==> src/sv/omni_wheel_power_mixer_top_assert.svh <==
// Assertion macros for the omni-wheel power mixer RTL.
`ifndef OMNI_WHEEL_POWER_MIXER_TOP_ASSERT_SVH
`define OMNI_WHEEL_POWER_MIXER_TOP_ASSERT_SVH
`ifndef SYNTHESIS
`define OWPM_ASSERT(lbl, prop) \
  lbl: assert property (@(posedge clk) disable iff (!rst_n) prop) \
    else $error("owpm assertion failed");
`define OWPM_ASSERT_RST(lbl, prop) \
  lbl: assert property (@(posedge clk) prop) \
    else $error("owpm reset assertion failed");
`else
`define OWPM_ASSERT(lbl, prop)
`define OWPM_ASSERT_RST(lbl, prop)
`endif
`endif

==> src/sv/owpm_pkg.sv <==
`timescale 1ns / 1ps
// Shared constants, types and the quarter-wave sine table of the omni-wheel power mixer.
package owpm_pkg;

  localparam int WHEEL_COUNT      = 4;
  localparam int ANGLE_BITS       = 12;
  localparam int SINE_FRAC_BITS   = 15;

  localparam int SLOTS            = 4;
  localparam int FIELD_ANGLE_BITS = 12;
  localparam int LEVEL_BITS       = 8;
  localparam int PWM_BITS         = 8;
  localparam int WHEEL_FIELD_BITS = PWM_BITS + 1;
  localparam int IN_TDATA_BITS    = 24;
  localparam int OUT_TDATA_BITS   = 40;
  localparam int CFG_INDEX_BITS   = 3;
  localparam int CFG_DATA_BITS    = 12;

  localparam int QUARTER_BITS     = ANGLE_BITS - 2;
  localparam int INDEX_BITS       = QUARTER_BITS + 1;
  localparam int BANK_BITS        = (QUARTER_BITS < 8) ? QUARTER_BITS : 8;
  localparam int BANK_SIZE        = 1 << BANK_BITS;
  localparam int NUM_BANKS        = 1 << (QUARTER_BITS - BANK_BITS);
  localparam int BANK_SEL_BITS    = (QUARTER_BITS > BANK_BITS) ? (QUARTER_BITS - BANK_BITS) : 1;
  localparam int NUM_BITS         = SINE_FRAC_BITS + LEVEL_BITS + 1;
  localparam int DEN_BITS         = SINE_FRAC_BITS + 1;

  localparam logic [63:0] HALF_PI_Q30 = 64'd1686629713;
  localparam logic [INDEX_BITS-1:0] QUARTER_FULL = INDEX_BITS'(1) << QUARTER_BITS;

  localparam logic [CFG_INDEX_BITS-1:0] REG_WHEEL0 = CFG_INDEX_BITS'(0);
  localparam logic [CFG_INDEX_BITS-1:0] REG_WHEEL1 = CFG_INDEX_BITS'(1);
  localparam logic [CFG_INDEX_BITS-1:0] REG_WHEEL2 = CFG_INDEX_BITS'(2);
  localparam logic [CFG_INDEX_BITS-1:0] REG_WHEEL3 = CFG_INDEX_BITS'(3);

  typedef logic [ANGLE_BITS-1:0]       angle_t;
  typedef logic [FIELD_ANGLE_BITS-1:0] field_angle_t;
  typedef logic [SINE_FRAC_BITS-1:0]   sine_mag_t;
  typedef logic [LEVEL_BITS-1:0]       level_t;
  typedef logic [PWM_BITS-1:0]         pwm_t;
  typedef logic [NUM_BITS-1:0]         num_t;
  typedef logic [DEN_BITS-1:0]         den_t;
  typedef logic [INDEX_BITS-1:0]       sine_index_t;
  typedef logic [BANK_SEL_BITS-1:0]    bank_sel_t;
  typedef field_angle_t [SLOTS-1:0]    angle_set_t;

  typedef struct packed {
    logic adv;
    logic valid;
  } pipe_ctl_t;

  typedef struct packed {
    sine_mag_t [SLOTS-1:0] mag;
    logic [SLOTS-1:0]      neg;
    level_t                level;
  } sine_item_t;

  typedef struct packed {
    num_t [SLOTS-1:0] num;
    den_t             den;
    logic [SLOTS-1:0] neg;
    logic             zero;
  } div_item_t;

  typedef struct packed {
    pwm_t [SLOTS-1:0] pwm;
    logic [SLOTS-1:0] fwd;
  } result_t;

  typedef sine_mag_t [BANK_SIZE-1:0]  sine_bank_t;
  typedef sine_bank_t [NUM_BANKS-1:0] sine_rom_t;

  localparam angle_set_t WHEEL_RESET = {12'd3413, 12'd2731, 12'd1365, 12'd683};

  function automatic angle_t to_angle(input field_angle_t a);
    return angle_t'(a);
  endfunction

  // Taylor series through the x^17 term in Q2.30, rounded to the sine fraction width.
  function automatic sine_mag_t quarter_entry(input int unsigned k);
    logic [63:0] x;
    logic [63:0] x2;
    logic [63:0] term;
    logic [63:0] v;
    longint      sum;
    x    = (HALF_PI_Q30 * 64'(k)) >> QUARTER_BITS;
    x2   = (x * x) >> 30;
    term = x;
    sum  = longint'(x);
    for (int n = 1; n <= 8; n++) begin
      term = (term * x2) >> 30;
      term = term / 64'((2 * n) * (2 * n + 1));
      if (n[0]) sum = sum - longint'(term);
      else      sum = sum + longint'(term);
    end
    if (sum < 0) sum = 0;
    v = (64'(sum) + (64'd1 << (29 - SINE_FRAC_BITS))) >> (30 - SINE_FRAC_BITS);
    if (v > ((64'd1 << SINE_FRAC_BITS) - 64'd1)) v = (64'd1 << SINE_FRAC_BITS) - 64'd1;
    return SINE_FRAC_BITS'(v);
  endfunction

  function automatic sine_rom_t build_rom();
    sine_rom_t rom;
    for (int b = 0; b < NUM_BANKS; b++) begin
      for (int e = 0; e < BANK_SIZE; e++) begin
        rom[b][e] = quarter_entry(b * BANK_SIZE + e);
      end
    end
    return rom;
  endfunction

  localparam sine_rom_t SINE_ROM  = build_rom();
  localparam sine_mag_t SINE_PEAK = quarter_entry(1 << QUARTER_BITS);

endpackage

==> src/sv/owpm_outbuf.sv <==
`timescale 1ns / 1ps
// Output register with a skid entry that decouples the result handshake from the pipeline.
`include "omni_wheel_power_mixer_top_assert.svh"
module owpm_outbuf (
  input  logic              clk,
  input  logic              rst_n,
  input  logic              push_valid,
  input  owpm_pkg::result_t push_data,
  output logic              pipe_adv,
  output logic              out_valid,
  input  logic              out_ready,
  output owpm_pkg::result_t out_data
);

  logic              out_valid_r;
  logic              out_valid_nxt;
  owpm_pkg::result_t out_data_r;
  owpm_pkg::result_t out_data_nxt;
  logic              skid_valid_r;
  logic              skid_valid_nxt;
  owpm_pkg::result_t skid_data_r;
  owpm_pkg::result_t skid_data_nxt;
  logic              push;

  assign pipe_adv = !skid_valid_r;
  assign push     = push_valid && pipe_adv;

  always_comb begin
    out_valid_nxt  = out_valid_r;
    out_data_nxt   = out_data_r;
    skid_valid_nxt = skid_valid_r;
    skid_data_nxt  = skid_data_r;
    if (!out_valid_r || out_ready) begin
      if (skid_valid_r) begin
        out_valid_nxt  = 1'b1;
        out_data_nxt   = skid_data_r;
        skid_valid_nxt = 1'b0;
      end else begin
        out_valid_nxt = push;
        out_data_nxt  = push_data;
      end
    end else if (push) begin
      skid_valid_nxt = 1'b1;
      skid_data_nxt  = push_data;
    end
  end

  always_ff @(posedge clk) begin
    if (!rst_n) begin
      out_valid_r  <= 1'b0;
      skid_valid_r <= 1'b0;
    end else begin
      out_valid_r  <= out_valid_nxt;
      skid_valid_r <= skid_valid_nxt;
    end
  end

  always_ff @(posedge clk) begin
    out_data_r  <= out_data_nxt;
    skid_data_r <= skid_data_nxt;
  end

  assign out_valid = out_valid_r;
  assign out_data  = out_data_r;

  `OWPM_ASSERT(a_skid_behind_out, skid_valid_r |-> out_valid_r)
  `OWPM_ASSERT(a_stall_fills_skid, (out_valid_r && !out_ready && push) |=> skid_valid_r)
  `OWPM_ASSERT_RST(a_reset_empties, !rst_n |=> (!out_valid_r && !skid_valid_r))

endmodule

==> config.mk <==
export PLATFORM = sky130hd
export DESIGN_NAME = owpm_outbuf
export DESIGN_NICKNAME = d
export VERILOG_FILES = /design/src/sv/owpm_pkg.sv /design/src/sv/owpm_outbuf.sv
export VERILOG_INCLUDE_DIRS = /design/src /design/src/sv
export SDC_FILE = /design/constraint.sdc
export NUM_CORES = 1
export LEC_CHECK = 0
export ABC_AREA = 1
export CORE_MARGIN = 1
export CORE_UTILIZATION = 60
export DETAILED_ROUTE_END_ITERATION = 10
export DONT_BUFFER_PORTS = 1
export HOLD_SLACK_MARGIN = 0.06
export PLACE_DENSITY = 0.76
export SKIP_CTS_REPAIR_TIMING = 1
export SLEW_MARGIN = 20
export SYNTH_ARGS = -nofsm -noshare
export SYNTH_HDL_FRONTEND = slang
export SYNTH_SLANG_ARGS = --single-unit
export TNS_END_PERCENT = 20
==> constraint.sdc <==
create_clock -name clk -period 5.65 [get_ports clk]
set_clock_uncertainty 0.05 [all_clocks]
set_input_delay 0.565 -clock clk [delete_from_list [all_inputs] [get_ports clk]]
set_output_delay 0.565 -clock clk [all_outputs]
set_load 0.05 [all_outputs]
==> impl_metrics.json <==
{
  "avgSynthCellArea_um2": 13.6,
  "dp_cells": 245,
  "syn-cell-area_um2": 2720,
  "synth.mux.area_fraction_pct": 0,
  "startpoint_type": "flip-flop",
  "fmax_ghz": 0.361,
  "synth_area_leaders": "edfxtp_1 80%, nand2_1 15%, buf_6 1.7%",
  "ctsHtreeMaxLevel": 3,
  "synthesis.instances": 200,
  "routedWlPerCell_um": 16.4,
  "fill_cells": 304,
  "leakagePower_uw": 0.00113,
  "synth_xor_area_share_pct": 0,
  "powerDensity_nw_per_um2": 377,
  "via_count": 1382,
  "critPathSlowestCell": "nor2_4",
  "crit_arrival_ns": 2.67,
  "cts_sinks": 74,
  "syn2layout_area_growth_pct": 6.08,
  "via_per_inst": 5.30,
  "synthesis.nets": 240,
  "nNetsFinal": 244,
  "overflow": 0,
  "p_total_uw": 1090,
  "required_ns": 5.55,
  "crit_path_end_kind": "flip-flop",
  "ant_nets": 0,
  "numCtsBuffers": 9,
  "tns_ns": 0,
  "slew-limit-headroom_pct": 34.5,
  "cts_buffer_depth": 2,
  "critPathTopFamily": "simple AND/OR/NAND/NOR gates",
  "wirelength_um": 4280,
  "portBuffers": 0,
  "drive_gt1_share_pct": 7.18,
  "num_antenna_cells": 0,
  "cts-root-buf": "clkbuf_8",
  "yosys_warnings": 0,
  "die_area_um2": 4800,
  "worstHoldPathType": "input port to flip-flop",
  "hold_viol_final": 0,
  "crit_type": "flip-flop to flip-flop",
  "placed_cell_area_um2": 2730,
  "outcome": "complete, no violations",
  "worst_slew_pin_slew_ns": 0.981,
  "cts_tree": "done",
  "place_hpwl_um": 2630,
  "die_w_um": 69.3,
  "synth-simple-area-share_pct": 15.9,
  "grt_max_degree": 39,
  "drt-initial-drc-count": 106,
  "final_cells": 261,
  "path_buf_inv": 0,
  "critical_path.max_stage_delay_ns": 0.99,
  "antenna_found_initial": 0,
  "drv_cap": 0,
  "grt_pass1_vias": 1399,
  "synth_compound_area_share_pct": 0.184,
  "fp-row-count": 24,
  "setup_ws_ns": 2.88,
  "chipHeight_um": 69.3,
  "ys_seq_area_share_pct": 81.0,
  "post-place-ws_ns": 2.83,
  "rsz0062_at_grt": "no",
  "slew_viol_final": 0,
  "start_util_pct": 62.4,
  "clk_latency_ns": 0.32,
  "coreArea_um2": 4350,
  "setup_viol": 0,
  "fin_crit_sh_pct": 49.1,
  "gp_congestion": 0.692,
  "dr.pass1.iters": 4,
  "drc": 0,
  "yosysTopAreaCellShare_pct": 79.6,
  "fin_area_um2": 2880,
  "synth_top_cell_by_area": "edfxtp_1",
  "synth_top_family_by_area": "simple AND/OR/NAND/NOR gates",
  "synth.distinct_cells": 11,
  "path_clk_slew_ns": 0.07,
  "fin_crit_ns": 2.77,
  "ios": 78,
  "crit_chain": "nand2_2 > nor2_4",
  "grt_pass1_wl_um": 7000,
  "track_usage_pct": 19.7,
  "worstPathMaxFanout": 37,
  "synth_fa_ha_area_share_pct": 0,
  "ys_seq_elements": 74,
  "ir_worst_vdd_v": 0.000197
}
## routing by layer
metal  wire length, µm  track usage, %  part of all wire [%]
met2              2140            29.4                    50
met4                51            11.1                   1.2
met5                 0               0                     0
met3               419            8.87                   9.8
met1              1680            23.7                    39
## metrics by stage
step | hold WS (ns) | utilization, %
after floorplan | 0.444 | -
after global placement | 0.450 | 62.7
after detailed placement | 0.455 | 62.7
after CTS | 0.263 | 66.2
after global routing | 0.255 | 66.2
final | 0.282 | 66.2
## kinds of logic after synthesis
logic type	count (synthesis)
AO/OA/AOI/OAI	1
buffers and inverters	10
flip-flops	74
AND/OR/NAND/NOR	115
## sequential cells by signal, indices dropped and copies added, names as in the netlist
name / cells
skid_valid_r: 1
out_data: 36
out_valid: 1
skid_data_r: 36
## power breakdown
group	switching (µW)	internal (µW)	total [µW]
Clock	171	154	325
Sequential	91.0	640	731
Combinational	23.2	7.99	31.2
## cells in the mapped netlist
cell type,count
buf_2,2
buf_4,2
buf_6,4
dfxtp_1,2
edfxtp_1,72
inv_1,1
inv_2,1
nand2_1,111
nand3_1,1
nor2_1,3
o21ai_0,1
## path summary, 6_finish.rpt
path                                           startpoint                         to  slack (ns)  cells past startpoint
worst max-delay path               out_valid$_SDFFE_PN0P_  skid_data_r[17]$_DFFE_PP_        2.88                      2
worst min-delay path                        push_data[24]  skid_data_r[24]$_DFFE_PP_        0.28                      0
worst max register to register     out_valid$_SDFFE_PN0P_  skid_data_r[17]$_DFFE_PP_        2.88                      2
worst min register to register  skid_data_r[20]$_DFFE_PP_     out_data[20]$_DFFE_PP_        0.47                      2
## layout by cell type (no fill, tap or decap)
master,count
nand2_1,110
edfxtp_1,72
clkbuf_8,9
clkinv_1,3
nor2_1,2
clkbuf_1,2
clkinv_2,2
dfxtp_1,2
inv_1,1
nand2_2,1
inv_2,1
nor2_4,1
o21ai_0,1
nand3_1,1
buf_4,1
## layout make-up
type | instances | area [µm²] | area share (%)
multi-input combinational | 116 | 448 | 15.5
sequential | 74 | 2200 | 76.4
tap | 52 | 65.1 | 2.26
timing repair buffer | 1 | 7.51 | 0.260
clock buffer | 11 | 131 | 4.56
clock inverter | 5 | 21.3 | 0.738
inverter | 2 | 7.51 | 0.260
Power figures use the tool's default switching activity.
