==> config.mk <==
export PLATFORM = sky130hd
export DESIGN_NAME = owpm_div
export DESIGN_NICKNAME = d
export VERILOG_FILES = /design/src/sv/omni_wheel_power_mixer_top_assert.svh /design/src/sv/owpm_pkg.sv /design/src/sv/owpm_div.sv
export SDC_FILE = /design/constraint.sdc
export NUM_CORES = 2
export LEC_CHECK = 0
export BUFFER_PORTS_ARGS = -buffer_cell sky130_fd_sc_hd__buf_2
export CORE_MARGIN = 4
export CORE_UTILIZATION = 30
export DETAILED_ROUTE_END_ITERATION = 12
export PLACE_DENSITY = 0.54
export SETUP_SLACK_MARGIN = 0.3
export SLEW_MARGIN = 20
export SYNTH_ARGS = -nofsm -noshare
export SYNTH_HDL_FRONTEND = slang
export SYNTH_SLANG_ARGS = --single-unit
==> constraint.sdc <==
create_clock -name clk -period 7.13 [get_ports clk]
set_clock_uncertainty 0.05 [all_clocks]
set_input_delay 1.426 -clock clk [delete_from_list [all_inputs] [get_ports clk]]
set_output_delay 1.426 -clock clk [all_outputs]
set_load 0.01 [all_outputs]
==> src/sv/omni_wheel_power_mixer_top_assert.svh <==
// Assertion macros for the omni-wheel power mixer RTL.
`ifndef OMNI_WHEEL_POWER_MIXER_TOP_ASSERT_SVH
`define OMNI_WHEEL_POWER_MIXER_TOP_ASSERT_SVH
`ifndef SYNTHESIS
`define OWPM_ASSERT(lbl, prop) \
  lbl: assert property (@(posedge clk) disable iff (!rst_n) prop) \
    else $error("owpm assertion failed");
`define OWPM_ASSERT_RST(lbl, prop) \
  lbl: assert property (@(posedge clk) prop) \
    else $error("owpm reset assertion failed");
`else
`define OWPM_ASSERT(lbl, prop)
`define OWPM_ASSERT_RST(lbl, prop)
`endif
`endif

==> src/sv/owpm_pkg.sv <==
`timescale 1ns / 1ps
// Shared constants, types and the quarter-wave sine table of the omni-wheel power mixer.
package owpm_pkg;

  localparam int WHEEL_COUNT      = 4;
  localparam int ANGLE_BITS       = 12;
  localparam int SINE_FRAC_BITS   = 15;

  localparam int SLOTS            = 4;
  localparam int FIELD_ANGLE_BITS = 12;
  localparam int LEVEL_BITS       = 8;
  localparam int PWM_BITS         = 8;
  localparam int WHEEL_FIELD_BITS = PWM_BITS + 1;
  localparam int IN_TDATA_BITS    = 24;
  localparam int OUT_TDATA_BITS   = 40;
  localparam int CFG_INDEX_BITS   = 3;
  localparam int CFG_DATA_BITS    = 12;

  localparam int QUARTER_BITS     = ANGLE_BITS - 2;
  localparam int INDEX_BITS       = QUARTER_BITS + 1;
  localparam int BANK_BITS        = (QUARTER_BITS < 8) ? QUARTER_BITS : 8;
  localparam int BANK_SIZE        = 1 << BANK_BITS;
  localparam int NUM_BANKS        = 1 << (QUARTER_BITS - BANK_BITS);
  localparam int BANK_SEL_BITS    = (QUARTER_BITS > BANK_BITS) ? (QUARTER_BITS - BANK_BITS) : 1;
  localparam int NUM_BITS         = SINE_FRAC_BITS + LEVEL_BITS + 1;
  localparam int DEN_BITS         = SINE_FRAC_BITS + 1;

  localparam logic [63:0] HALF_PI_Q30 = 64'd1686629713;
  localparam logic [INDEX_BITS-1:0] QUARTER_FULL = INDEX_BITS'(1) << QUARTER_BITS;

  localparam logic [CFG_INDEX_BITS-1:0] REG_WHEEL0 = CFG_INDEX_BITS'(0);
  localparam logic [CFG_INDEX_BITS-1:0] REG_WHEEL1 = CFG_INDEX_BITS'(1);
  localparam logic [CFG_INDEX_BITS-1:0] REG_WHEEL2 = CFG_INDEX_BITS'(2);
  localparam logic [CFG_INDEX_BITS-1:0] REG_WHEEL3 = CFG_INDEX_BITS'(3);

  typedef logic [ANGLE_BITS-1:0]       angle_t;
  typedef logic [FIELD_ANGLE_BITS-1:0] field_angle_t;
  typedef logic [SINE_FRAC_BITS-1:0]   sine_mag_t;
  typedef logic [LEVEL_BITS-1:0]       level_t;
  typedef logic [PWM_BITS-1:0]         pwm_t;
  typedef logic [NUM_BITS-1:0]         num_t;
  typedef logic [DEN_BITS-1:0]         den_t;
  typedef logic [INDEX_BITS-1:0]       sine_index_t;
  typedef logic [BANK_SEL_BITS-1:0]    bank_sel_t;
  typedef field_angle_t [SLOTS-1:0]    angle_set_t;

  typedef struct packed {
    logic adv;
    logic valid;
  } pipe_ctl_t;

  typedef struct packed {
    sine_mag_t [SLOTS-1:0] mag;
    logic [SLOTS-1:0]      neg;
    level_t                level;
  } sine_item_t;

  typedef struct packed {
    num_t [SLOTS-1:0] num;
    den_t             den;
    logic [SLOTS-1:0] neg;
    logic             zero;
  } div_item_t;

  typedef struct packed {
    pwm_t [SLOTS-1:0] pwm;
    logic [SLOTS-1:0] fwd;
  } result_t;

  typedef sine_mag_t [BANK_SIZE-1:0]  sine_bank_t;
  typedef sine_bank_t [NUM_BANKS-1:0] sine_rom_t;

  localparam angle_set_t WHEEL_RESET = {12'd3413, 12'd2731, 12'd1365, 12'd683};

  function automatic angle_t to_angle(input field_angle_t a);
    return angle_t'(a);
  endfunction

  // Taylor series through the x^17 term in Q2.30, rounded to the sine fraction width.
  function automatic sine_mag_t quarter_entry(input int unsigned k);
    logic [63:0] x;
    logic [63:0] x2;
    logic [63:0] term;
    logic [63:0] v;
    longint      sum;
    x    = (HALF_PI_Q30 * 64'(k)) >> QUARTER_BITS;
    x2   = (x * x) >> 30;
    term = x;
    sum  = longint'(x);
    for (int n = 1; n <= 8; n++) begin
      term = (term * x2) >> 30;
      term = term / 64'((2 * n) * (2 * n + 1));
      if (n[0]) sum = sum - longint'(term);
      else      sum = sum + longint'(term);
    end
    if (sum < 0) sum = 0;
    v = (64'(sum) + (64'd1 << (29 - SINE_FRAC_BITS))) >> (30 - SINE_FRAC_BITS);
    if (v > ((64'd1 << SINE_FRAC_BITS) - 64'd1)) v = (64'd1 << SINE_FRAC_BITS) - 64'd1;
    return SINE_FRAC_BITS'(v);
  endfunction

  function automatic sine_rom_t build_rom();
    sine_rom_t rom;
    for (int b = 0; b < NUM_BANKS; b++) begin
      for (int e = 0; e < BANK_SIZE; e++) begin
        rom[b][e] = quarter_entry(b * BANK_SIZE + e);
      end
    end
    return rom;
  endfunction

  localparam sine_rom_t SINE_ROM  = build_rom();
  localparam sine_mag_t SINE_PEAK = quarter_entry(1 << QUARTER_BITS);

endpackage

==> src/sv/owpm_div.sv <==
`timescale 1ns / 1ps
// Pipelined restoring divider, one quotient bit per stage for all wheels, plus result forming.
module owpm_div (
  input  logic                clk,
  input  logic                rst_n,
  input  owpm_pkg::pipe_ctl_t ctl_in,
  input  owpm_pkg::div_item_t item_in,
  output logic                valid_out,
  output owpm_pkg::result_t   result_out
);

  localparam int LAST = owpm_pkg::PWM_BITS - 1;

  logic                                     valid_r [owpm_pkg::PWM_BITS];
  owpm_pkg::num_t [owpm_pkg::SLOTS-1:0]     rem_r   [owpm_pkg::PWM_BITS];
  owpm_pkg::pwm_t [owpm_pkg::SLOTS-1:0]     quo_r   [owpm_pkg::PWM_BITS];
  owpm_pkg::den_t                           den_r   [owpm_pkg::PWM_BITS];
  logic [owpm_pkg::SLOTS-1:0]               neg_r   [owpm_pkg::PWM_BITS];
  logic                                     zero_r  [owpm_pkg::PWM_BITS];

  for (genvar st = 0; st < owpm_pkg::PWM_BITS; st++) begin : g_stage
    logic                                 valid_in;
    owpm_pkg::num_t [owpm_pkg::SLOTS-1:0] rem_in;
    owpm_pkg::pwm_t [owpm_pkg::SLOTS-1:0] quo_in;
    owpm_pkg::den_t                       den_in;
    logic [owpm_pkg::SLOTS-1:0]           neg_in;
    logic                                 zero_in;
    owpm_pkg::num_t                       trial;
    owpm_pkg::num_t [owpm_pkg::SLOTS-1:0] rem_nxt;
    owpm_pkg::pwm_t [owpm_pkg::SLOTS-1:0] quo_nxt;

    if (st == 0) begin : g_first
      assign valid_in = ctl_in.valid;
      assign rem_in   = item_in.num;
      assign quo_in   = '0;
      assign den_in   = item_in.den;
      assign neg_in   = item_in.neg;
      assign zero_in  = item_in.zero;
    end else begin : g_next
      assign valid_in = valid_r[st-1];
      assign rem_in   = rem_r[st-1];
      assign quo_in   = quo_r[st-1];
      assign den_in   = den_r[st-1];
      assign neg_in   = neg_r[st-1];
      assign zero_in  = zero_r[st-1];
    end

    always_comb begin
      trial = owpm_pkg::num_t'(den_in) << (LAST - st);
      for (int w = 0; w < owpm_pkg::SLOTS; w++) begin
        if (rem_in[w] >= trial) begin
          rem_nxt[w] = rem_in[w] - trial;
          quo_nxt[w] = quo_in[w] | (owpm_pkg::pwm_t'(1) << (LAST - st));
        end else begin
          rem_nxt[w] = rem_in[w];
          quo_nxt[w] = quo_in[w];
        end
      end
    end

    always_ff @(posedge clk) begin
      if (!rst_n) begin
        valid_r[st] <= 1'b0;
      end else if (ctl_in.adv) begin
        valid_r[st] <= valid_in;
      end
    end

    always_ff @(posedge clk) begin
      if (ctl_in.adv) begin
        rem_r[st]  <= rem_nxt;
        quo_r[st]  <= quo_nxt;
        den_r[st]  <= den_in;
        neg_r[st]  <= neg_in;
        zero_r[st] <= zero_in;
      end
    end
  end

  // A negative sine that rounds to zero drives forward.
  always_comb begin
    for (int w = 0; w < owpm_pkg::SLOTS; w++) begin
      if (zero_r[LAST]) begin
        result_out.pwm[w] = '0;
        result_out.fwd[w] = 1'b1;
      end else begin
        result_out.pwm[w] = quo_r[LAST][w];
        result_out.fwd[w] = !(neg_r[LAST][w] && (quo_r[LAST][w] != '0));
      end
    end
  end

  assign valid_out = valid_r[LAST];

endmodule

==> impl_metrics.env <==
export IMPL_outcome="completed"
export IMPL_fmax_ghz=0.2400
export IMPL_path_buf_inv=3
export IMPL_hold_viol=0
export IMPL_dieArea_sq_um=208300
export IMPL_ys_ff_latch=976
export IMPL_drc=0
export IMPL_ys_warn_count=0
export IMPL_area_growth_pct=13.06
export IMPL_regArea_sq_um=29300
export IMPL_worstMarginPinSlew_ns=1.090
export IMPL_maxCapViolations=0
export IMPL_initial_utilization_pct=30.18
export IMPL_min_delay_start="quo_r[0][111]$_DFFE_PP_"
export IMPL_grt_pass1_wl_um=251200
export IMPL_ys_top_cells_by_area="edfxtp_1, ha_1, a21oi_1"
export IMPL_fin_hold_ws_ns=0.3560
export IMPL_fill_cells=20040
export IMPL_clk_pin_slew_ns=0.06
export IMPL_worst_setup_path_type="in -> reg"
export IMPL_vias=42500
export IMPL_ys_seq_area_share_pct=48.57
export IMPL_cts_resized=0
export IMPL_reg2reg_depth=11
export IMPL_crit_required_ns=7.52
export IMPL_reg2reg_to="rem_r[5][14]$_DFFE_PP_"
export IMPL_core_area_sq_um=199900
export IMPL_synth_most_common_cell="edfxtp_1"
export IMPL_syn_nets=6193
export IMPL_min_to="quo_r[1][15]$_DFFE_PP_"
export IMPL_setup_viol=0
export IMPL_vias_per_cell=5.012
export IMPL_worst_path_largest_cell_delay_ns=0.71
export IMPL_ir_worst_vdd_mv=0.2227
export IMPL_wl_um=165500
export IMPL_clock_latency_ns=0.76
export IMPL_hp_class="reg -> reg"
export IMPL_max_slew_margin_pct=27.15
export IMPL_cts_tree="built"
export IMPL_holdBufCountCts=0
export IMPL_synth_area_leader_cell="edfxtp_1"
export IMPL_overflow=0
export IMPL_place_gp_congestion=0.9298
export IMPL_netlist_instances=5532
export IMPL_synth_top_cells_by_count="edfxtp_1, ha_1, nand2_1"
export IMPL_synth_async_sr_flop_share_pct=0
export IMPL_rsz0062_at_grt="false"
export IMPL_initialDrtViolationCount=3394
export IMPL_finalCritPeriodShare_pct=58.45
export IMPL_drive_gt1_share_pct=9.797
export IMPL_drtPass1Iterations=5
export IMPL_io_buffers=157
export IMPL_cp_cell_sequence="buf_2 > inv_1 > ha_1 > nor2b_1 > o21ai_0 > a21oi_1 > o221a_2 > o31ai_1 > o211a_1 > inv_2 > mux2_2"
export IMPL_critPathArrivalTime_ns=4.56
export IMPL_routedWlPerCell_um=19.52
export IMPL_synth_edf_count=975
export IMPL_cts_buffers=111
export IMPL_hold_depth=0
export IMPL_die_width_um=456.4
export IMPL_cts_root_buf="clkbuf_16"
export IMPL_cts_setup_buffers=0
export IMPL_rr_startpoint="den_r[4][0]$_DFFE_PP_"
export IMPL_grt_start_max_net_pins=188
export IMPL_placementRows=164
export IMPL_crit_slowest_cell="o211a_1"
export IMPL_cp_max_fo=27
export IMPL_ff2ff_setup_slack_ns=3.02
export IMPL_fin_nets=6387
export IMPL_finalSetupTns_ns=0
export IMPL_power_density_nw_per_um2=381.3
export IMPL_cts_sinks=976
export IMPL_synth_top_cell_area_share_pct=48.54
export IMPL_multiInputGateArea_sq_um=29520
export IMPL_finalCriticalPeriod_ns=4.167
export IMPL_ys_types=106
export IMPL_postRouteAntennaNets=0
export IMPL_postSynthAreaPerCell_sq_um=10.90
export IMPL_grt_usage_pct=15.45
export IMPL_finalMaxSlewViolations=0
export IMPL_cp_top_family="compound AO/OA/AOI/OAI gates"
export IMPL_worstSetupStartpointType="input pin"
export IMPL_p_leak_uw=0.02607
export IMPL_syn_cell_area_sq_um=60320
export IMPL_grt_antenna_before_repair=9
export IMPL_ios=158
export IMPL_synth_ff_type="edfxtp_1"
export IMPL_clock_path_buffers=3
export IMPL_endpoint_kind="register"
export IMPL_dp_hpwl_um=131700
export IMPL_die_height_um=456.4
export IMPL_cts_max_level=3
export IMPL_grt_pass1_vias=41450
sequential cells by signal, indices dropped and copies added (netlist names):
name,cells
rem_r,672
quo_r,144
neg_r,32
valid_r,8
den_r,112
zero_r,8
report_power, final:
part	leakage, uW	total [uW]	internal [uW]	switching (uW)
registers	0.00943	9610	8530	1080
clock network	0.00188	6060	3600	2460
logic	0.0148	10300	4480	5850
worst reg2reg max path, stage by stage, from the launching register on:
cell and delay [ns]:
edfxtp_1 0.53, ha_1 0.24, inv_1 0.06, fa_1 0.40, a21o_1 0.18, a21oi_1 0.21, o21ai_0 0.22, a211oi_2 0.42
nand4_1 0.15, nand3_1 0.78, inv_1 0.21, mux2_2 0.33
final cells by class:
type	instances	share of cell area, %
Clock buffer	123	4.139
Sequential cell	976	42.96
Antenna cell	6	0.02202
Tap cell	2656	4.873
Timing Repair Buffer	187	1.589
Inverter	286	1.574
Clock inverter	82	1.550
Multi-Input combinational cell	4164	43.29
how the worst max path moves through the flow:
stage / startpoint / to / slack [ns] / cells after the start
after floorplan: item_in[11] / rem_r[0][47]$_DFFE_PP_ / 3.32 / 11
after global placement: item_in[9] / rem_r[0][90]$_DFFE_PP_ / 2.19 / 11
after detailed placement: item_in[9] / rem_r[0][90]$_DFFE_PP_ / 2.20 / 11
after CTS: zero_r[1][3]$_DFFE_PP_ / result_out[11] / 2.93 / 3
after global routing: den_r[4][0]$_DFFE_PP_ / rem_r[5][14]$_DFFE_PP_ / 2.66 / 11
final: item_in[6] / rem_r[0][21]$_DFFE_PP_ / 2.96 / 11
routing by layer:
layer,share of wire [%],GRT usage [%],up-vias
li1,-,-,21210
met1,46,20.81,19970
met2,46,25.41,1049
met3,3.7,1.578,281
met4,4.2,6.355,0
met5,0,0,-
layout by cell type, fill, tap and decap left out, drive strengths merged, types with 17 or more instances in the layout:
cell | synthesis | routed
a211oi | 44 | 44
a21o | 172 | 172
a21oi | 454 | 454
a31oi | 55 | 55
and2 | 17 | 17
and3 | 45 | 45
buf | 50 | 187
bufinv | 0 | 20
clkbuf | 56 | 123
clkinv | 0 | 44
edfxtp | 975 | 975
fa | 28 | 28
ha | 512 | 512
inv | 286 | 297
mux2 | 128 | 128
nand2 | 448 | 448
nand2b | 75 | 75
nand3 | 90 | 90
nand4 | 72 | 72
nand4b | 19 | 19
nor2 | 389 | 389
nor2b | 106 | 106
nor3 | 102 | 102
nor4 | 49 | 49
o211ai | 28 | 28
o21a | 70 | 70
o21ai | 421 | 421
o21bai | 43 | 43
o31a | 18 | 18
o31ai | 42 | 42
or3 | 28 | 28
xnor2 | 241 | 241
xor2 | 189 | 189
cells by family after synthesis:
group                      synth area share, %
AOI/OAI and AO/OA                        15.88
xor gates and xnor gates                 6.244
adders and majority gates                11.55
buffers and inverters                    2.593
DFF                                      48.57
muxes                                    2.649
and+or+nand+nor                          12.51
per-stage QoR:
stage	total power [uW]	cells	cell area [sq um]	setup WS (ns)	util [%]
after global placement	19820	8269	64300	2.193	32.17
after detailed placement	19930	8269	64300	2.202	32.17
after CTS	26140	8474	68180	2.934	34.11
after floorplan	17060	5532	60320	3.320	-
after global routing	27840	8475	68190	2.661	34.12
final	26010	8480	68200	2.963	34.12
No activity file was read; power rests on OpenSTA's default activity.
