**src/sv/omni_wheel_power_mixer_top_assert.svh**
```systemverilog
// Assertion macros for the omni-wheel power mixer RTL.
`ifndef OMNI_WHEEL_POWER_MIXER_TOP_ASSERT_SVH
`define OMNI_WHEEL_POWER_MIXER_TOP_ASSERT_SVH
`ifndef SYNTHESIS
`define OWPM_ASSERT(lbl, prop) \
  lbl: assert property (@(posedge clk) disable iff (!rst_n) prop) \
    else $error("owpm assertion failed");
`define OWPM_ASSERT_RST(lbl, prop) \
  lbl: assert property (@(posedge clk) prop) \
    else $error("owpm reset assertion failed");
`else
`define OWPM_ASSERT(lbl, prop)
`define OWPM_ASSERT_RST(lbl, prop)
`endif
`endif

```
**src/sv/owpm_pkg.sv**
```systemverilog
`timescale 1ns / 1ps
// Shared constants, types and the quarter-wave sine table of the omni-wheel power mixer.
package owpm_pkg;

  localparam int WHEEL_COUNT      = 4;
  localparam int ANGLE_BITS       = 12;
  localparam int SINE_FRAC_BITS   = 15;

  localparam int SLOTS            = 4;
  localparam int FIELD_ANGLE_BITS = 12;
  localparam int LEVEL_BITS       = 8;
  localparam int PWM_BITS         = 8;
  localparam int WHEEL_FIELD_BITS = PWM_BITS + 1;
  localparam int IN_TDATA_BITS    = 24;
  localparam int OUT_TDATA_BITS   = 40;
  localparam int CFG_INDEX_BITS   = 3;
  localparam int CFG_DATA_BITS    = 12;

  localparam int QUARTER_BITS     = ANGLE_BITS - 2;
  localparam int INDEX_BITS       = QUARTER_BITS + 1;
  localparam int BANK_BITS        = (QUARTER_BITS < 8) ? QUARTER_BITS : 8;
  localparam int BANK_SIZE        = 1 << BANK_BITS;
  localparam int NUM_BANKS        = 1 << (QUARTER_BITS - BANK_BITS);
  localparam int BANK_SEL_BITS    = (QUARTER_BITS > BANK_BITS) ? (QUARTER_BITS - BANK_BITS) : 1;
  localparam int NUM_BITS         = SINE_FRAC_BITS + LEVEL_BITS + 1;
  localparam int DEN_BITS         = SINE_FRAC_BITS + 1;

  localparam logic [63:0] HALF_PI_Q30 = 64'd1686629713;
  localparam logic [INDEX_BITS-1:0] QUARTER_FULL = INDEX_BITS'(1) << QUARTER_BITS;

  localparam logic [CFG_INDEX_BITS-1:0] REG_WHEEL0 = CFG_INDEX_BITS'(0);
  localparam logic [CFG_INDEX_BITS-1:0] REG_WHEEL1 = CFG_INDEX_BITS'(1);
  localparam logic [CFG_INDEX_BITS-1:0] REG_WHEEL2 = CFG_INDEX_BITS'(2);
  localparam logic [CFG_INDEX_BITS-1:0] REG_WHEEL3 = CFG_INDEX_BITS'(3);

  typedef logic [ANGLE_BITS-1:0]       angle_t;
  typedef logic [FIELD_ANGLE_BITS-1:0] field_angle_t;
  typedef logic [SINE_FRAC_BITS-1:0]   sine_mag_t;
  typedef logic [LEVEL_BITS-1:0]       level_t;
  typedef logic [PWM_BITS-1:0]         pwm_t;
  typedef logic [NUM_BITS-1:0]         num_t;
  typedef logic [DEN_BITS-1:0]         den_t;
  typedef logic [INDEX_BITS-1:0]       sine_index_t;
  typedef logic [BANK_SEL_BITS-1:0]    bank_sel_t;
  typedef field_angle_t [SLOTS-1:0]    angle_set_t;

  typedef struct packed {
    logic adv;
    logic valid;
  } pipe_ctl_t;

  typedef struct packed {
    sine_mag_t [SLOTS-1:0] mag;
    logic [SLOTS-1:0]      neg;
    level_t                level;
  } sine_item_t;

  typedef struct packed {
    num_t [SLOTS-1:0] num;
    den_t             den;
    logic [SLOTS-1:0] neg;
    logic             zero;
  } div_item_t;

  typedef struct packed {
    pwm_t [SLOTS-1:0] pwm;
    logic [SLOTS-1:0] fwd;
  } result_t;

  typedef sine_mag_t [BANK_SIZE-1:0]  sine_bank_t;
  typedef sine_bank_t [NUM_BANKS-1:0] sine_rom_t;

  localparam angle_set_t WHEEL_RESET = {12'd3413, 12'd2731, 12'd1365, 12'd683};

  function automatic angle_t to_angle(input field_angle_t a);
    return angle_t'(a);
  endfunction

  // Taylor series through the x^17 term in Q2.30, rounded to the sine fraction width.
  function automatic sine_mag_t quarter_entry(input int unsigned k);
    logic [63:0] x;
    logic [63:0] x2;
    logic [63:0] term;
    logic [63:0] v;
    longint      sum;
    x    = (HALF_PI_Q30 * 64'(k)) >> QUARTER_BITS;
    x2   = (x * x) >> 30;
    term = x;
    sum  = longint'(x);
    for (int n = 1; n <= 8; n++) begin
      term = (term * x2) >> 30;
      term = term / 64'((2 * n) * (2 * n + 1));
      if (n[0]) sum = sum - longint'(term);
      else      sum = sum + longint'(term);
    end
    if (sum < 0) sum = 0;
    v = (64'(sum) + (64'd1 << (29 - SINE_FRAC_BITS))) >> (30 - SINE_FRAC_BITS);
    if (v > ((64'd1 << SINE_FRAC_BITS) - 64'd1)) v = (64'd1 << SINE_FRAC_BITS) - 64'd1;
    return SINE_FRAC_BITS'(v);
  endfunction

  function automatic sine_rom_t build_rom();
    sine_rom_t rom;
    for (int b = 0; b < NUM_BANKS; b++) begin
      for (int e = 0; e < BANK_SIZE; e++) begin
        rom[b][e] = quarter_entry(b * BANK_SIZE + e);
      end
    end
    return rom;
  endfunction

  localparam sine_rom_t SINE_ROM  = build_rom();
  localparam sine_mag_t SINE_PEAK = quarter_entry(1 << QUARTER_BITS);

endpackage

```
**src/sv/owpm_scale.sv**
```systemverilog
`timescale 1ns / 1ps
// Two-stage scaling front end: largest sine magnitude, then numerator and divisor setup.
module owpm_scale (
  input  logic                 clk,
  input  logic                 rst_n,
  input  owpm_pkg::pipe_ctl_t  ctl_in,
  input  owpm_pkg::sine_item_t item_in,
  output logic                 valid_out,
  output owpm_pkg::div_item_t  item_out
);

  logic                 s5_valid_r;
  owpm_pkg::sine_item_t s5_item_r;
  owpm_pkg::sine_mag_t  s5_max_r;
  owpm_pkg::sine_mag_t  s5_max_nxt;
  owpm_pkg::sine_mag_t  max01;
  owpm_pkg::sine_mag_t  max23;

  logic                 s6_valid_r;
  owpm_pkg::div_item_t  s6_item_r;
  owpm_pkg::div_item_t  s6_item_nxt;
  logic [owpm_pkg::SINE_FRAC_BITS+owpm_pkg::LEVEL_BITS-1:0] prod [owpm_pkg::SLOTS];

  always_comb begin
    max01 = (item_in.mag[0] > item_in.mag[1]) ? item_in.mag[0] : item_in.mag[1];
    max23 = (item_in.mag[2] > item_in.mag[3]) ? item_in.mag[2] : item_in.mag[3];
    s5_max_nxt = (max01 > max23) ? max01 : max23;
  end

  always_comb begin
    for (int w = 0; w < owpm_pkg::SLOTS; w++) begin
      prod[w] = s5_item_r.mag[w] * s5_item_r.level;
      s6_item_nxt.num[w] = {prod[w], 1'b0} + owpm_pkg::num_t'(s5_max_r);
    end
    s6_item_nxt.den  = {s5_max_r, 1'b0};
    s6_item_nxt.neg  = s5_item_r.neg;
    s6_item_nxt.zero = (s5_item_r.level == '0) || (s5_max_r == '0);
  end

  always_ff @(posedge clk) begin
    if (!rst_n) begin
      s5_valid_r <= 1'b0;
      s6_valid_r <= 1'b0;
    end else if (ctl_in.adv) begin
      s5_valid_r <= ctl_in.valid;
      s6_valid_r <= s5_valid_r;
    end
  end

  always_ff @(posedge clk) begin
    if (ctl_in.adv) begin
      s5_item_r <= item_in;
      s5_max_r  <= s5_max_nxt;
      s6_item_r <= s6_item_nxt;
    end
  end

  assign valid_out = s6_valid_r;
  assign item_out  = s6_item_r;

endmodule

```
**config.mk**
```make
export PLATFORM = sky130hd
export DESIGN_NAME = owpm_scale
export DESIGN_NICKNAME = d
export VERILOG_FILES = /design/src/sv/omni_wheel_power_mixer_top_assert.svh /design/src/sv/owpm_pkg.sv /design/src/sv/owpm_scale.sv
export SDC_FILE = /design/constraint.sdc
export NUM_CORES = 1
export LEC_CHECK = 0
export ABC_AREA = 1
export BUFFER_PORTS_ARGS = -buffer_cell sky130_fd_sc_hd__buf_4
export CAP_MARGIN = 20
export CELL_PAD_IN_SITES_DETAIL_PLACEMENT = 1
export CELL_PAD_IN_SITES_GLOBAL_PLACEMENT = 2
export CORE_UTILIZATION = 34
export CTS_CLUSTER_SIZE = 28
export DETAILED_ROUTE_END_ITERATION = 8
export PLACE_DENSITY = 0.85
export SLEW_MARGIN = 5
export SYNTH_ARGS = -nofsm -noshare
export SYNTH_HDL_FRONTEND = slang
export SYNTH_SLANG_ARGS = --single-unit
```
**constraint.sdc**
```tcl
create_clock -name clk -period 5.7 [get_ports clk]
set_input_delay 0.57 -clock clk [delete_from_list [all_inputs] [get_ports clk]]
set_output_delay 0.57 -clock clk [all_outputs]
set_load 0.05 [all_outputs]
```
==> results.yml, run 1 <==
worst_setup_path:
  critPathCaptureType: "flip-flop"
  crit_type: "flip-flop to flip-flop"
  critPathArrivalTime_ns: 5.91
  cp.required_ns: 6.04
  start_kind: "flip-flop"
  cp_max_fo: 9
  max_stage_delay_ns: 0.51
  slowest_stage: "fa_1"
die:
  rows: 105
  dieWidth_um: 290
  dieArea_mm2: 0.0842
  start_util_pct: 34.4
  die_y_um: 290
  coreArea_mm2: 0.0821
  io_pins: 194
clock_network:
  numCtsBuffers: 27
  clk_pin_slew_ns: 0.06
  clock_latency_ns: 0.60
  clockRootBuffer: "clkbuf_16"
  ctsHoldBuffers: 0
  cts_tree: "done"
  clockBufferDepth: 3
  numClockSinks: 201
  htree_num_levels: 1
worst_hold_path:
  hold_class: "input pin to flip-flop"
route:
  vias: 23400
  wl_um: 88800
  drc: 0
  firstDrtPassIters: 5
  drtIter0Drc: 1028
  post_drt_wl_per_cell_um: 17.9
  postRouteAntennaNets: 0
  routed_via_density: 4.72
synthesis:
  synth.area.top_cells: "fa_1, edfxtp_1, nand2_1"
  synth_compound_area_share_pct: 4.42
  yosys_warnings: 0
  synth_edf_count: 199
  synth_top_cell_by_area: "fa_1"
  synth_area_mm2: 0.0282
  syn_avg_cell_area_um2: 7.72
  synth.area.mux_share_pct: 0
  postSynthNetCount: 4323
  synth_top_area_share_pct: 22.4
  synth_fa_ha_area_share_pct: 34.5
  synthArstFlopShare_pct: 0
  synthFlopType: "edfxtp_1"
  synthXorXnorAreaFrac_pct: 3.57
  synth_top_family_by_area: "adder cells"
  ys_seq_area_share_pct: 21.3
  synth.distinct_cells: 46
  synthSimpleGateAreaFrac_pct: 21.5
  synth_seq_cells: 201
  synth_cells: 3658
timing:
  worstMarginPinSlew_ns: 1.16
  rsz0062_at_grt: "yes"
  slew_headroom_pct: 22.7
  period_share_pct: 97.6
  hold_viol: 0
  drv_slew: 0
  skew_ns: 0.0300
  setup_ws_ns: 0.139
  max_clock_freq_ghz: 0.180
  setup_tns_ns: 0
  finalSetupViolCount: 0
  fin_crit_ns: 5.56
global_routing:
  globalRouteOverflowTotal: 0
  grt.total_usage_pct: 21.0
  antenna_found_initial: 7
  grt_max_degree: 126
  grt_pass1_wl_um: 138000
  first_global_vias: 25100
final_layout:
  drive_gt1_share_pct: 14.8
  area_growth_syn_to_layout_pct: 17.4
  layout.nets: 4533
  nFillCells: 9967
  final_common_cell: "nand2_1"
  final_cells: 4962
  final_cell_mix: "nand2_1, inv_1, fa_1, buf_4, ha_1"
place:
  dp.cells: 4872
  dp.final_hpwl_um: 70300
  place_congestion: 0.867
  port_buffers: 192
  place_ws_ns: -0.150
outcome:
  status: "complete, no violations"
flow_run:
  max-cap-violations: 0
-- critical path, delay by kind of cell (launching register included) --
family,cells,cell delay [ns]
DFF,1,0.43
and+or+nand+nor,6,0.52
xor gates and xnor gates,2,0.22
buffers and inverters,10,1.04
AOI/OAI and AO/OA,5,0.69
adders and majority gates,6,2.40
-- synthesized netlist by cell type, types with 3 or more instances --
master       n
nand3_1    142
nor2_1     109
o21a_1       3
xnor2_1     27
o21ai_1      6
xor2_1      88
o21ai_0     50
clkbuf_2    59
nor2_2      13
a21o_1       4
clkbuf_1    58
buf_2        4
nand3b_1     7
nor3_1      19
nand2_2     34
o21bai_1     8
nand4_1     31
inv_1      935
a21oi_2     10
nand2_1   1055
o31ai_1      4
or2_2       14
buf_4        7
fa_1       316
inv_2       10
nor4_1       6
nor3_2       5
nand3_2      9
a31oi_1      4
ha_1       273
edfxtp_1   199
a21oi_1    130
-- path summary, 6_finish.rpt --
check	startpoint	to	slack (ns)	cells after the start
max	s5_item_r[3]$_DFFE_PP_	item_out[38]$_DFFE_PP_	0.14	29
min	item_in[11]	s5_item_r[11]$_DFFE_PP_	0.15	1
max reg2reg	s5_item_r[3]$_DFFE_PP_	item_out[38]$_DFFE_PP_	0.14	29
min reg2reg	s5_item_r[10]$_DFFE_PP_	item_out[3]$_DFFE_PP_	0.42	0
-- metrics by stage --
| stage | cell area [µm²] | hold WS [ns] | util, % |
|---|---|---|---|
| 6_report | 33100 | 0.149 | 40.3 |
| 5_1_grt | 33100 | 0.117 | 40.3 |
| 4_1_cts | 32300 | 0.111 | 39.4 |
| 3_5_place_dp | 31200 | 0.406 | 38.0 |
| 3_3_place_gp | 31200 | 0.402 | 38.0 |
| 2_1_floorplan | 28200 | 0.400 | - |
-- sequential cells by signal, summed over array words and instances, names as in the netlist --
| register | count |
|---|---|
| s5_max_r | 15 |
| s5_valid_r | 1 |
| s5_item_r | 72 |
| item_out | 112 |
| valid_out | 1 |
-- metal layers --
metal  wire length [µm]  vias to the layer above  global-route usage, %
met1              38500                    11600                   26.3
met3               3330                      116                   1.78
met2              44500                      407                   38.1
li1                   -                    11400                      -
met5                  0                        -                      0
met4               2590                        0                   6.37
-- final cells by class --
cell class / count / area (µm²) / share of cell area, %
Clock buffer: 33 / 698 / 2.11
Clock inverter: 17 / 218 / 0.657
Timing Repair Buffer: 310 / 2590 / 7.82
Tap cell: 1070 / 1340 / 4.04
Inverter: 945 / 3550 / 10.7
Antenna cell: 3 / 7.51 / 0.0227
Sequential cell: 201 / 6020 / 18.2
Multi-Input combinational cell: 2383 / 18700 / 56.5
-- repair_timing --
action                     CTS  global route
cloned                       1             3
setup buffers               11            22
pin swaps                   11            42
gates resized for setup     29           135
setup endpoints to repair   22            36
-- cells by family after synthesis --
family                   after synthesis
flip-flops                           201
adder cells (fa/ha/maj)              589
XOR/XNOR                             115
buffers and inverters               1074
other                                  1
AO/OA/AOI/OAI                        225
AND/OR/NAND/NOR                     1453
Power of run 1 is left out: the tool's default activity adds up to more than one toggle a clock period on the data nets, which glitch-free logic cannot reach.
==> inputs of run 2 (changes only) <==
CORE_UTILIZATION = 38   (was 34)
PLACE_DENSITY = 0.9   (was 0.85)
clock period = 5.6 ns   (was 5.7 ns; I/O delays follow)
==> run 2 against run 1 <==
The flow now finishes with violations (DRC). Fmax is 0.35% lower. Cell area is 3.2% higher. Count of clock-buffer cells in the layout is 6 lower. Die area is 10% lower. Register-to-register slack worse by 0.12 ns. Wire length is 0.67% higher. Hold slack worse by 0.012 ns. Clock skew is 0.010 ns lower.
==> results.yml, run 2 (synthesized netlist as in run 1, its figures left out) <==
worst_hold_path:
  holdPathEnd: "s5_item_r[0]$_DFFE_PP_"
  min_from: "item_in[0]"
  whs_path_depth: 1
  hold_class: "input pin to flip-flop"
worst_setup_path:
  critPathArrivalTime_ns: 5.93
  start_kind: "flip-flop"
  crit_buf_inv: 5
  rr_startpoint: "s5_item_r[3]$_DFFE_PP_"
  crit_type: "flip-flop to flip-flop"
  crit_start: "s5_item_r[3]$_DFFE_PP_"
  cp_top_family: "adder cells"
  r2r_end: "item_out[67]$_DFFE_PP_"
  crit_top_cell: "fa_1"
  reg2reg_slack_ns: 0.02
  slowest_stage: "fa_1"
  max_stage_delay_ns: 0.56
  cp_max_fo: 7
  reg2reg_depth: 27
  cp.required_ns: 5.95
  critPathCaptureType: "flip-flop"
die:
  die_y_um: 275
  dieWidth_um: 275
  rows: 99
  coreArea_mm2: 0.0732
  io_pins: 194
  dieArea_mm2: 0.0754
  start_util_pct: 38.6
final_layout:
  final_common_cell: "nand2_1"
  area_growth_syn_to_layout_pct: 21.1
  layout.nets: 4621
  fin_util_pct: 46.7
  drive_gt1_share_pct: 19.9
  stdcell_area_mm2: 0.0342
  largest_reg_flops: 112
  final_cell_mix: "nand2_1, inv_1, buf_4, fa_1, ha_1"
route:
  post_drt_wl_per_cell_um: 18.1
  drc: 10
  drtIter0Drc: 986
  wl_um: 89400
  postRouteAntennaNets: 0
  firstDrtPassIters: 7
  vias: 24000
  routed_via_density: 4.87
global_routing:
  grt_max_degree: 90
  grt_pass1_wl_um: 138000
  globalRouteOverflowTotal: 0
  grt.total_usage_pct: 23.6
  first_global_vias: 25500
  antenna_found_initial: 2
place:
  place_ws_ns: -0.131
  place_congestion: 0.891
  dp.final_hpwl_um: 70500
  port_buffers: 192
  placed_area_mm2: 0.0314
clock_network:
  clockBufferDepth: 3
  cts_tree: "done"
  clk_pin_slew_ns: 0.07
  clockRootBuffer: "clkbuf_16"
  htree_num_levels: 1
  numCtsBuffers: 26
  clock_latency_ns: 0.60
  numClockSinks: 201
timing:
  rsz0062_at_grt: "yes"
  worstMarginPinSlew_ns: 1.18
  slew_headroom_pct: 21.2
  finalSetupViolCount: 0
  drv_slew: 0
  period_share_pct: 99.7
  max_clock_freq_ghz: 0.179
  skew_ns: 0.0200
  hold_viol: 0
  fin_crit_ns: 5.58
  setup_tns_ns: 0
  setup_ws_ns: 0.0192
outcome:
  status: "complete, but fails checks"
  violations: "DRC"
flow_run:
  max-cap-violations: 0
[run 2: cell count changes in the layout (fill, tap and decap cells not counted), moves of 12 or more]
cell and change:
nand2_4 +12, buf_4 +80, nand2_2 +43, nand2_1 -55, inv_1 -35, inv_2 +35
[run 2: worst max-delay path by stage]
stage                              endpoint  cells after the start
floorplan            item_out[66]$_DFFE_PP_                     28
global placement    item_out[116]$_DFFE_PP_                     28
detailed placement  item_out[115]$_DFFE_PP_                     27
CTS                  item_out[67]$_DFFE_PP_                     29
global route         item_out[67]$_DFFE_PP_                     29
finish               item_out[67]$_DFFE_PP_                     27
[run 2: routing by layer]
metal / GRT usage [%] / up-vias / share of wire (%)
met5: 0 / - / 0
met4: 8.74 / 0 / 4.3
met3: 3.27 / 156 / 4.3
met2: 42.2 / 434 / 50
met1: 28.8 / 11900 / 42
li1: - / 11500 / -
[run 2: timing repair]
item | 4_1_cts | 5_1_grt
hold buffers | 0 | 0
cloned | 3 | 3
pin swaps | 36 | 152
endpoints found under the setup margin | 22 | 38
buffers inserted | 16 | 61
gates resized for setup | 61 | 269
[run 2: layout make-up]
type | count | area (µm²)
Antenna cell | 2 | 5.00
Timing Repair Buffer | 399 | 3320
Fill cell | 8876 | 39000
Tap cell | 959 | 1200
Sequential cell | 201 | 6020
Clock buffer | 27 | 654
Clock inverter | 20 | 199
Multi-Input combinational cell | 2383 | 19200
Inverter | 945 | 3550
[run 2: stage by stage]
step | std cells | hold WS [ns]
6_report | 4936 | 0.137
5_1_grt | 4935 | 0.107
4_1_cts | 4874 | 0.0982
3_5_place_dp | 4808 | 0.406
3_3_place_gp | 4807 | 0.401
2_1_floorplan | 3658 | 0.400
Power of run 2 is left out for the same reason.
==> inputs of run 3 (changes only) <==
--- a/config.mk
+++ b/config.mk
@@ -7,4 +7,5 @@
 export LEC_CHECK = 0
 export ABC_AREA = 1
+export ABC_CLOCK_PERIOD_IN_PS = 5600
 export BUFFER_PORTS_ARGS = -buffer_cell sky130_fd_sc_hd__buf_4
 export CAP_MARGIN = 20
==> constraint.sdc (replaced) <==
create_clock -name clk -period 5.6 [get_ports clk]
set_input_delay 0.84 -clock clk [delete_from_list [all_inputs] [get_ports clk]]
set_output_delay 0.84 -clock clk [all_outputs]
set_load 0.05 [all_outputs]
==> run 3 against run 2 <==
The flow finishes with violations (DRC, setup timing). Sequential share of layout area is 0.22 points lower. Wire length grew 3.5%. Clock skew down 0.0049 ns. Final cell count grew 0.30%. Core utilization grew 0.59 points. Register-to-register slack worse by 0.08 ns. Worst setup slack worse by 0.082 ns. Hold slack better by 0.29 ns. Sequential cell count stayed put. Non-clock buffer count rose by 17. Cell area increased by 1.3%. Via count is 1.5% higher.
==> results.yml, run 3 (synthesized netlist as in run 1, its figures left out) <==
final_layout:
  drive_gt1_share_pct: 20.9
  area_growth_syn_to_layout_pct: 22.6
  largest_reg_flops: 112
  stdcell_area_mm2: 0.0346
  final_common_cell: "nand2_1"
  layout.nets: 4637
  final_cell_mix: "nand2_1, inv_1, buf_4, fa_1, ha_1"
timing:
  rsz0062_at_grt: "yes"
  whs_ns: 0.423
  setup_ws_ns: -0.0625
  skew_ns: 0.0150
  setup_tns_ns: -0.0693
  finalSetupViolCount: 3
  slew_headroom_pct: 17.9
  drv_slew: 0
  period_share_pct: 101
  worstMarginPinSlew_ns: 1.23
  max_clock_freq_ghz: 0.177
  fin_crit_ns: 5.66
  hold_viol: 0
die:
  dieArea_mm2: 0.0754
  die_y_um: 275
  rows: 99
  dieWidth_um: 275
  coreArea_mm2: 0.0732
  start_util_pct: 38.6
  io_pins: 194
worst_setup_path:
  max_stage_delay_ns: 0.54
  cp.required_ns: 5.95
  crit_type: "flip-flop to flip-flop"
  slowest_stage: "fa_1"
  critPathArrivalTime_ns: 6.01
  cp_max_fo: 8
  crit_buf_inv: 8
  start_kind: "flip-flop"
  cp_top_family: "adder cells"
  reg2reg_slack_ns: -0.06
  critPathCaptureType: "flip-flop"
flow_run:
  max-cap-violations: 0
global_routing:
  first_global_vias: 25600
  globalRouteOverflowTotal: 0
  antenna_found_initial: 1
  grt.total_usage_pct: 23.7
  grt_pass1_wl_um: 139000
  grt_max_degree: 87
clock_network:
  htree_num_levels: 1
  clockBufferDepth: 3
  cts_tree: "done"
  clock_latency_ns: 0.59
  numCtsBuffers: 25
  numClockSinks: 201
  clockRootBuffer: "clkbuf_16"
  clk_pin_slew_ns: 0.07
route:
  routed_via_density: 4.93
  drc: 10
  wl_um: 92600
  postRouteAntennaNets: 0
  drtIter0Drc: 1259
  post_drt_wl_per_cell_um: 18.7
  vias: 24400
  firstDrtPassIters: 7
outcome:
  violations: "DRC, setup timing"
  status: "complete, but fails checks"
place:
  port_buffers: 192
  dp.final_hpwl_um: 70600
  placed_area_mm2: 0.0314
  place_ws_ns: -0.219
  place_congestion: 0.895
worst_hold_path:
  hold_class: "flip-flop to flip-flop"
[run 3: changes by cell type in the layout (fill, tap and decap cells not counted), moves of 5 or more]
cell,change
buf_4,+10
fa_1,-8
fa_2,+8
nand2_1,-6
ha_4,+5
xor2_1,-5
xor2_2,+5
[run 3: repair_timing]
| item | 4_1_cts | 5_1_grt |
|---|---|---|
| gates resized for setup | 60 | 297 |
| hold buffers | 0 | 0 |
| setup endpoints to repair | 25 | 39 |
| endpoints found under the hold margin | 0 | 0 |
| cloned | 3 | 6 |
| buffers inserted | 18 | 72 |
| pin swaps | 31 | 186 |
[run 3: final timing paths]
path                           from                endpoint  cells past startpoint
min reg2reg  s5_item_r[8]$_DFFE_PP_   item_out[1]$_DFFE_PP_                      0
max reg2reg  s5_item_r[4]$_DFFE_PP_  item_out[68]$_DFFE_PP_                     29
min          s5_item_r[8]$_DFFE_PP_   item_out[1]$_DFFE_PP_                      0
max          s5_item_r[4]$_DFFE_PP_  item_out[68]$_DFFE_PP_                     29
[run 3: routing by layer]
layer  share of wire (%)  global-route usage, %
met1                  41                   29.1
met2                  50                   42.5
met3                 4.4                   3.15
met4                 4.3                   8.13
met5                   0                      0
[run 3: cell type report]
class                           instances  area (µm²)
Timing Repair Buffer                  416        3560
Multi-Input combinational cell       2383       19400
Clock buffer                           27         633
Clock inverter                         19         250
Sequential cell                       201        6020
Fill cell                            8827       38600
Tap cell                              959        1200
Antenna cell                            1        2.50
Inverter                              945        3550
[run 3: metrics by stage]
step                      std cells  util, %
after global placement         4807     42.8
final                          4951     47.3
after floorplan                3658        -
after global routing           4950     47.3
after CTS                      4875     44.9
after detailed placement       4808     42.9
[run 3: worst reg2reg max path, delay by kind of cell (launching register included)]
family / cells / cell delay [ns]
AOI/OAI and AO/OA: 4 / 0.49
DFF: 1 / 0.45
and+or+nand+nor: 10 / 0.86
xor gates and xnor gates: 1 / 0.21
adders and majority gates: 6 / 2.55
buffers and inverters: 8 / 0.84
Power of run 3 is left out for the same reason.
